**config.mk**
```make
export PLATFORM = sky130hd
export DESIGN_NAME = rhht_hash
export DESIGN_NICKNAME = d
export VERILOG_FILES = /design/src/hdl/robin_hood_hash_table_macros.svh /design/src/hdl/rhht_pkg.sv /design/src/hdl/rhht_hash.sv
export SDC_FILE = /design/constraint.sdc
export NUM_CORES = 2
export LEC_CHECK = 0
export ABC_AREA = 1
export BUFFER_PORTS_ARGS = -buffer_cell sky130_fd_sc_hd__buf_2
export CAP_MARGIN = 15
export CORE_MARGIN = 2
export CORE_UTILIZATION = 35
export DETAILED_ROUTE_END_ITERATION = 8
export SYNTH_ARGS = -nofsm -noshare
export SYNTH_HDL_FRONTEND = slang
export SYNTH_SLANG_ARGS = --single-unit
```
**constraint.sdc**
```tcl
create_clock -name aclk -period 15.7 [get_ports aclk]
set_input_delay 2.355 -clock aclk [delete_from_list [all_inputs] [get_ports aclk]]
set_output_delay 2.355 -clock aclk [all_outputs]
set_load 0.02 [all_outputs]
```
**src/hdl/robin_hood_hash_table_macros.svh**
```systemverilog
// ----------------------------------------------------------------------------
// robin hood hash table assertion macros
// wrappers around concurrent assertions, empty under synthesis
// ----------------------------------------------------------------------------
`ifndef ROBIN_HOOD_HASH_TABLE_MACROS_SVH
`define ROBIN_HOOD_HASH_TABLE_MACROS_SVH
`ifndef SYNTHESIS
`define RH_ASSERT_IMPL(label, clk, rst_n, ante, cons) \
    label: assert property (@(posedge clk) disable iff (!rst_n) (ante) |-> (cons)) \
        else $error("assertion failed");
`define RH_ASSERT_NEXT(label, clk, rst_n, ante, cons) \
    label: assert property (@(posedge clk) disable iff (!rst_n) (ante) |=> (cons)) \
        else $error("assertion failed");
`else
`define RH_ASSERT_IMPL(label, clk, rst_n, ante, cons)
`define RH_ASSERT_NEXT(label, clk, rst_n, ante, cons)
`endif
`endif

```
**src/hdl/rhht_pkg.sv**
```systemverilog
// ----------------------------------------------------------------------------
// rhht_pkg
// shared constants and types of the robin hood hash table
// ----------------------------------------------------------------------------
package rhht_pkg;
    localparam int TABLE_BITS_DEF  = 8;
    localparam int VALUE_WIDTH_DEF = 32;
    localparam logic [63:0] HASH_MUL_A = 64'hf1357aea2e62a9c5;
    localparam logic [63:0] HASH_MUL_B = 64'h9e3779b97f4a7c15;

    typedef enum logic [1:0] {
        REQ_INSERT = 2'd0,
        REQ_FIND   = 2'd1,
        REQ_REMOVE = 2'd2,
        REQ_CLEAR  = 2'd3
    } req_t;

    typedef enum logic [1:0] {
        ST_OK        = 2'd0,
        ST_NOT_FOUND = 2'd1,
        ST_DUPLICATE = 2'd2,
        ST_FULL      = 2'd3
    } status_t;
endpackage

```
**src/hdl/rhht_hash.sv**
```systemverilog
// ----------------------------------------------------------------------------
// rhht_hash
// multi-cycle home slot hash: two 64-bit products from 32x32 partial products
// ----------------------------------------------------------------------------
module rhht_hash import rhht_pkg::*; #(
    parameter int TABLE_BITS = TABLE_BITS_DEF
) (
    input  logic                  aclk,
    input  logic                  aresetn,
    input  logic                  start,
    input  logic [63:0]           key,
    input  logic [63:0]           seed,
    output logic                  done,
    output logic [TABLE_BITS-1:0] home
);
    // step: key plus seed on start, then 3 partial products per multiply, low 64 bits only
    logic [63:0] acc_reg, acc_next;
    logic [63:0] opd_reg, opd_next;
    logic [63:0] mul_reg, mul_next;
    logic [2:0]  step_reg, step_next;
    logic        busy_reg, busy_next;
    logic        pass_reg, pass_next;
    logic        done_reg, done_next;
    logic [31:0] pa, pb;
    logic [63:0] prod;

    always_comb begin
        case (step_reg)
            3'd0:    begin pa = opd_reg[31:0];  pb = mul_reg[31:0];  end
            3'd1:    begin pa = opd_reg[31:0];  pb = mul_reg[63:32]; end
            default: begin pa = opd_reg[63:32]; pb = mul_reg[31:0];  end
        endcase
    end
    assign prod = {32'd0, pa} * {32'd0, pb};

    always_comb begin
        acc_next  = acc_reg;
        opd_next  = opd_reg;
        mul_next  = mul_reg;
        step_next = step_reg;
        busy_next = busy_reg;
        pass_next = pass_reg;
        done_next = 1'b0;
        if (start) begin
            opd_next  = key + seed;
            mul_next  = HASH_MUL_A;
            acc_next  = 64'd0;
            step_next = 3'd0;
            busy_next = 1'b1;
            pass_next = 1'b0;
        end else if (busy_reg) begin
            case (step_reg)
                3'd0: begin
                    acc_next  = acc_reg + prod;
                    step_next = 3'd1;
                end
                3'd1: begin
                    acc_next  = acc_reg + {prod[31:0], 32'd0};
                    step_next = 3'd2;
                end
                default: begin
                    acc_next  = 64'd0;
                    opd_next  = acc_reg + {prod[31:0], 32'd0};
                    mul_next  = HASH_MUL_B;
                    step_next = 3'd0;
                    if (pass_reg) begin
                        busy_next = 1'b0;
                        done_next = 1'b1;
                    end
                    pass_next = 1'b1;
                end
            endcase
        end
    end

    always_ff @(posedge aclk) begin
        if (!aresetn) begin
            busy_reg <= 1'b0;
            done_reg <= 1'b0;
            pass_reg <= 1'b0;
            step_reg <= 3'd0;
        end else begin
            busy_reg <= busy_next;
            done_reg <= done_next;
            pass_reg <= pass_next;
            step_reg <= step_next;
        end
        acc_reg <= acc_next;
        opd_reg <= opd_next;
        mul_reg <= mul_next;
    end

    assign done = done_reg;
    assign home = opd_reg[63 -: TABLE_BITS];
endmodule

```
* Word level (Yosys, flattened, before mapping) *
Index checks and enable logic that the tools add are counted.

word-level totals
  input bits = 131
  output and inout port bits = 9
  register bits after elaboration = 160

cells by class
  add/subtract/negate cells = 3
  multiplexer cells = 12
  reduce and logical (&&, ||, !) cells = 7
  bitwise logic cells = 3
  equal/unequal tests = 2
  $mul = 1

operators with widths
  cell                                                                    count
  64-bit adder                                                            3
  64-bit 2-to-1 mux                                                       3
  64-bit case mux with 2 select lines                                     1
  32-bit by 32-bit multiplier with 64-bit output                          1
  32-bit 2-to-1 mux                                                       2
  1-bit 2-to-1 mux                                                        5
  5-bit OR reduction                                                      1
  2-bit case mux with 2 select lines                                      1
  2-bit AND reduction                                                     2
  2-bit OR reduction                                                      2
  3-bit by 1-bit equality test with 1-bit output (second input constant)  1
  3-bit zero test                                                         1
  1-bit NOT                                                               3
  2-bit by 1-bit != test with 1-bit output (second input constant)        1
  2-bit nonzero test                                                      1

* Logic depth before layout (Yosys ltp) *
  word-level depth = 8
  gate-level depth with buffers = 53
  gate-level depth less buffers = 52

* Worst setup path after synthesis *
Ideal clock, no wire load.

  path kind = register -> register
  start point = reg step_reg[1]
  end point = reg acc_reg[62]
  library setup time = 70 ps
  arrival time = 8486 ps
  stages on the path, launching flop included = 40
  path slack = 7144 ps
  path through = dfxtp_1 -> buf_4 -> nor2_4 -> inv_2 -> buf_4 -> clkbuf_1 -> nor2_1 -> inv_1 -> nor2_1 -> fa_1 -> fa_1 -> inv_1 -> fa_1 -> fa_1 -> inv_1 -> fa_1 -> fa_1 -> fa_1 -> [... 4 more ...] -> nand2_1 -> nor2_1 -> inv_1 -> nor4_2 -> nand3_1 -> nand3_1 -> xor2_1 -> ha_1 -> a21o_1 -> a21oi_1 -> o21ai_0 -> nor2_1 -> inv_1 -> a21oi_1 -> nand2_1 -> nand2_1 -> nand3_1 -> a21oi_1

between the ends
  word-level cells in the longest chain between the ends = 6
  elaborated cells between the ends (all ways) = 9
  those cells by class = add/sub: 2; mul: 1; eq/ne: 1; mux: 3; reduce/logical: 2

RTL lines
  what                                                                               line                              RTL
  start: declaration                                                                 rhht_hash.sv:20                   logic [2:0] step_reg, step_next;
  start signal: assignment                                                           rhht_hash.sv:86                   step_reg <= step_next;
  3-bit by 1-bit equality test with 1-bit output or 3-bit zero test (tied branches)  rhht_hash.sv:28, rhht_hash.sv:52
  2-bit OR reduction (no source line)                                                --
  32-bit 2-to-1 mux                                                                  rhht_hash.sv:28                   case (step_reg)
  32-bit by 32-bit multiplier with 64-bit output                                     rhht_hash.sv:34                   assign prod = {32'd0, pa} * {32'd0, pb};
  64-bit adder (on tied branches)                                                    rhht_hash.sv:58, rhht_hash.sv:54
  64-bit case mux with 2 select lines *                                              rhht_hash.sv:52                   case (step_reg)
  end signal: assignment                                                             rhht_hash.sv:88                   acc_reg <= acc_next;
  end: declaration                                                                   rhht_hash.sv:17                   logic [63:0] acc_reg, acc_next;

Mark *: on every way between the ends. The rest lies on a longest branch, timed or not.
A chain may end at the register's enable or synchronous reset.

* Worst setup path after layout *
  start point = reg step_reg[1]
  end point = reg acc_reg[55]

Same word-level chain as after synthesis.

==> flow_metrics.tcl <==
set metrics [dict create \
    ys_seq_area_frac 0.0696 \
    fin_hold_ws_ns 0.469 \
    drcViolationCount 0 \
    routedWlPerCell_um 25.4 \
    synth_cell_type_count 66 \
    fin_nets 7945 \
    syn_nets 7861 \
    synth_top_area_share 0.333 \
    slowest_stage "nand2_1" \
    tritoncts "done" \
    rsz0062_at_grt "no" \
    setup_viol 0 \
    via_count 44065 \
    multi_input_area_um2 38200 \
    clock_sinks 135 \
    antenna_found_initial 3 \
    clk_latency_ns 0.47 \
    r2r_setup_slack_ns 3.37 \
    synth.area.mux_share 0 \
    tightest_slew_ns 1.25 \
    status "finished, final reports clean" \
    grt_first_pass_wirelength_mm 308 \
    synth_top_family_by_area "adder cells" \
    num_antenna_cells 0 \
    max_stage_delay_ns 1.00 \
    synth_xor_area_frac 0.0243 \
    place.gp.congestion 1.06 \
    via_per_inst 5.31 \
    grt_max_degree 85 \
    syn_inst 6414 \
    dieArea_um2 140000 \
    synthFlopType "dfxtp_1" \
    die_height_um 374 \
    grt_pass1_vias 45156 \
    synth_compound_area_frac 0.110 \
    clk_pin_slew_ns 0.08 \
    synth_area_um2 48000 \
    placed_cell_area_um2 50800 \
    hpwl_mm 187 \
    yosys-top-cells-area "fa_1, ha_1, inv_1, nand2_1, nor2_1" \
    cts_inserted_buffers 17 \
    synthSimpleGateAreaFrac 0.192 \
    fin_skew_ns 0.0232 \
    cp-end-kind "flop" \
    synthAdderAreaFrac 0.468 \
    cts_post_setup_buffers_inserted 0 \
    worstPathRequired_ns 16.09 \
    drt_iter0_drc 4690 \
    track_usage 0.301 \
    fp-row-count 135 \
    cts.repair.resized 0 \
    synth_largest_area_cell "fa_1" \
    cts_max_level 4 \
    cp_common_cell "fa_1" \
    dp_slack_ns 3.60 \
    slew_violations 0 \
    rr_worst_depth 37 \
    fmax_ghz 0.0811 \
    crit_arrival_ns 12.72 \
    hold_violations 0 \
    ys_warn_count 0 \
    overflow 0 \
    cts_root_buf "clkbuf_16" \
    io_pins 140 \
    async_flop_share 0 \
    avgSynthCellArea_um2 7.49 \
    ant_nets 0 \
    cp-start-kind "flop" \
    core_um2 136000 \
    max_slew_margin 0.165 \
    port_buffers 139 \
    drt_wl_total_mm 211 \
    fin_tns_setup_ns 0 \
    rr_startpoint "step_reg[1]$_SDFFE_PP0P_" \
    r2r_end "acc_reg[55]$_SDFFE_PP0P_" \
    drive_gt1_frac 0.0651 \
    path_class "flop to flop" \
    drv_cap 0 \
    synth_edf_count 64 \
    setup_ws_ns 3.37 \
    area_growth_pct 6.98 \
    startpoint "step_reg[1]$_SDFFE_PP0P_" \
    endpoint "acc_reg[55]$_SDFFE_PP0P_" \
    cts_hold_buf 0 \
    fillers 14583 \
    drt_first_pass_iters 6 \
    final_cell_area_um2 51400 \
    clockBufferDepth 2 \
    cp_max_fo 64 \
    period_share 0.785 \
    period_minus_slack_ns 12.33 \
    ys_ff_latch 135 \
    die_w_um 374 \
    layout.area.seq_um2 3350 \
    start_util 0.354 \
    hold_path_class "flop to flop" \
]
==> layout make-up <==
| type | instances | share of cell area |
|---|---|---|
| multi-input combinational | 4565 | 0.743 |
| timing repair buffer | 181 | 0.0197 |
| sequential | 135 | 0.0652 |
| inverter | 1598 | 0.117 |
| clock inverter | 15 | 0.00373 |
| tap | 1781 | 0.0434 |
| clock buffer | 17 | 0.00828 |
==> cells in the final DEF, fill, tap and decap left out, drive strengths merged, types with 35 or more instances in the layout <==
cell	Yosys	final
nand2	1087	1087
fa	799	799
ha	517	517
xnor2	59	59
inv	1595	1603
a21oi	358	358
buf	58	181
o21ai	342	342
nor2	755	755
xor2	74	74
dfxtp	71	71
nand3	232	232
nor3	35	35
o21bai	62	62
edfxtp	64	64
==> per-layer routing <==
layer / up-vias / wire length [µm] / global-route usage
met5: - / 11 / 0
met4: 2 / 11500 / 0.138
met3: 402 / 18700 / 0.0550
met2: 2125 / 92700 / 0.468
met1: 21683 / 87800 / 0.406
li1: 19853 / - / -
==> Yosys cell counts, types with 57 or more instances <==
master	number
clkbuf_1	58
o21ai_0	255
o21bai_1	57
ha_1	517
dfxtp_1	71
nand3_1	226
a21oi_1	337
inv_1	1555
edfxtp_1	64
fa_1	799
nand2_1	1064
nor2_1	718
xnor2_1	59
xor2_1	74
==> worst min-delay path by stage <==
stage / from / end / slack [ns] / depth (start not counted)
finish: pass_reg$_SDFFE_PP0P_ / done$_SDFF_PP0_ / 0.47 / 2
global route: pass_reg$_SDFFE_PP0P_ / done$_SDFF_PP0_ / 0.49 / 2
CTS: pass_reg$_SDFFE_PP0P_ / done$_SDFF_PP0_ / 0.46 / 2
detailed placement: pass_reg$_SDFFE_PP0P_ / done$_SDFF_PP0_ / 0.46 / 2
global placement: pass_reg$_SDFFE_PP0P_ / done$_SDFF_PP0_ / 0.46 / 2
floorplan: pass_reg$_SDFFE_PP0P_ / done$_SDFF_PP0_ / 0.44 / 2
==> cells by family after synthesis <==
| kind of cell | Yosys count |
|---|---|
| AO/OA/AOI/OAI | 899 |
| flip-flops | 135 |
| AND/OR/NAND/NOR | 2216 |
| other | 1 |
| buffers and inverters | 1714 |
| adder cells (fa/ha/maj) | 1316 |
| XOR/XNOR | 133 |
==> worst max-delay path: cells and delay by family (launching register included) <==
kind	cells	cell delay [ns]
and+or+nand+nor	16	4.09
DFF	1	0.91
adders and majority gates	10	5.04
xor gates and xnor gates	1	0.40
AOI/OAI and AO/OA	2	0.25
buffers and inverters	8	1.42
==> metrics by stage <==
step / utilization / cells
finish: 0.378 / 8292
global route: 0.378 / 8292
CTS: 0.378 / 8292
detailed placement: 0.374 / 8260
global placement: 0.374 / 8260
floorplan: - / 6414
Power is left out: the tool's default activity adds up to more than one toggle a clock period on the data nets, which glitch-free logic cannot reach.
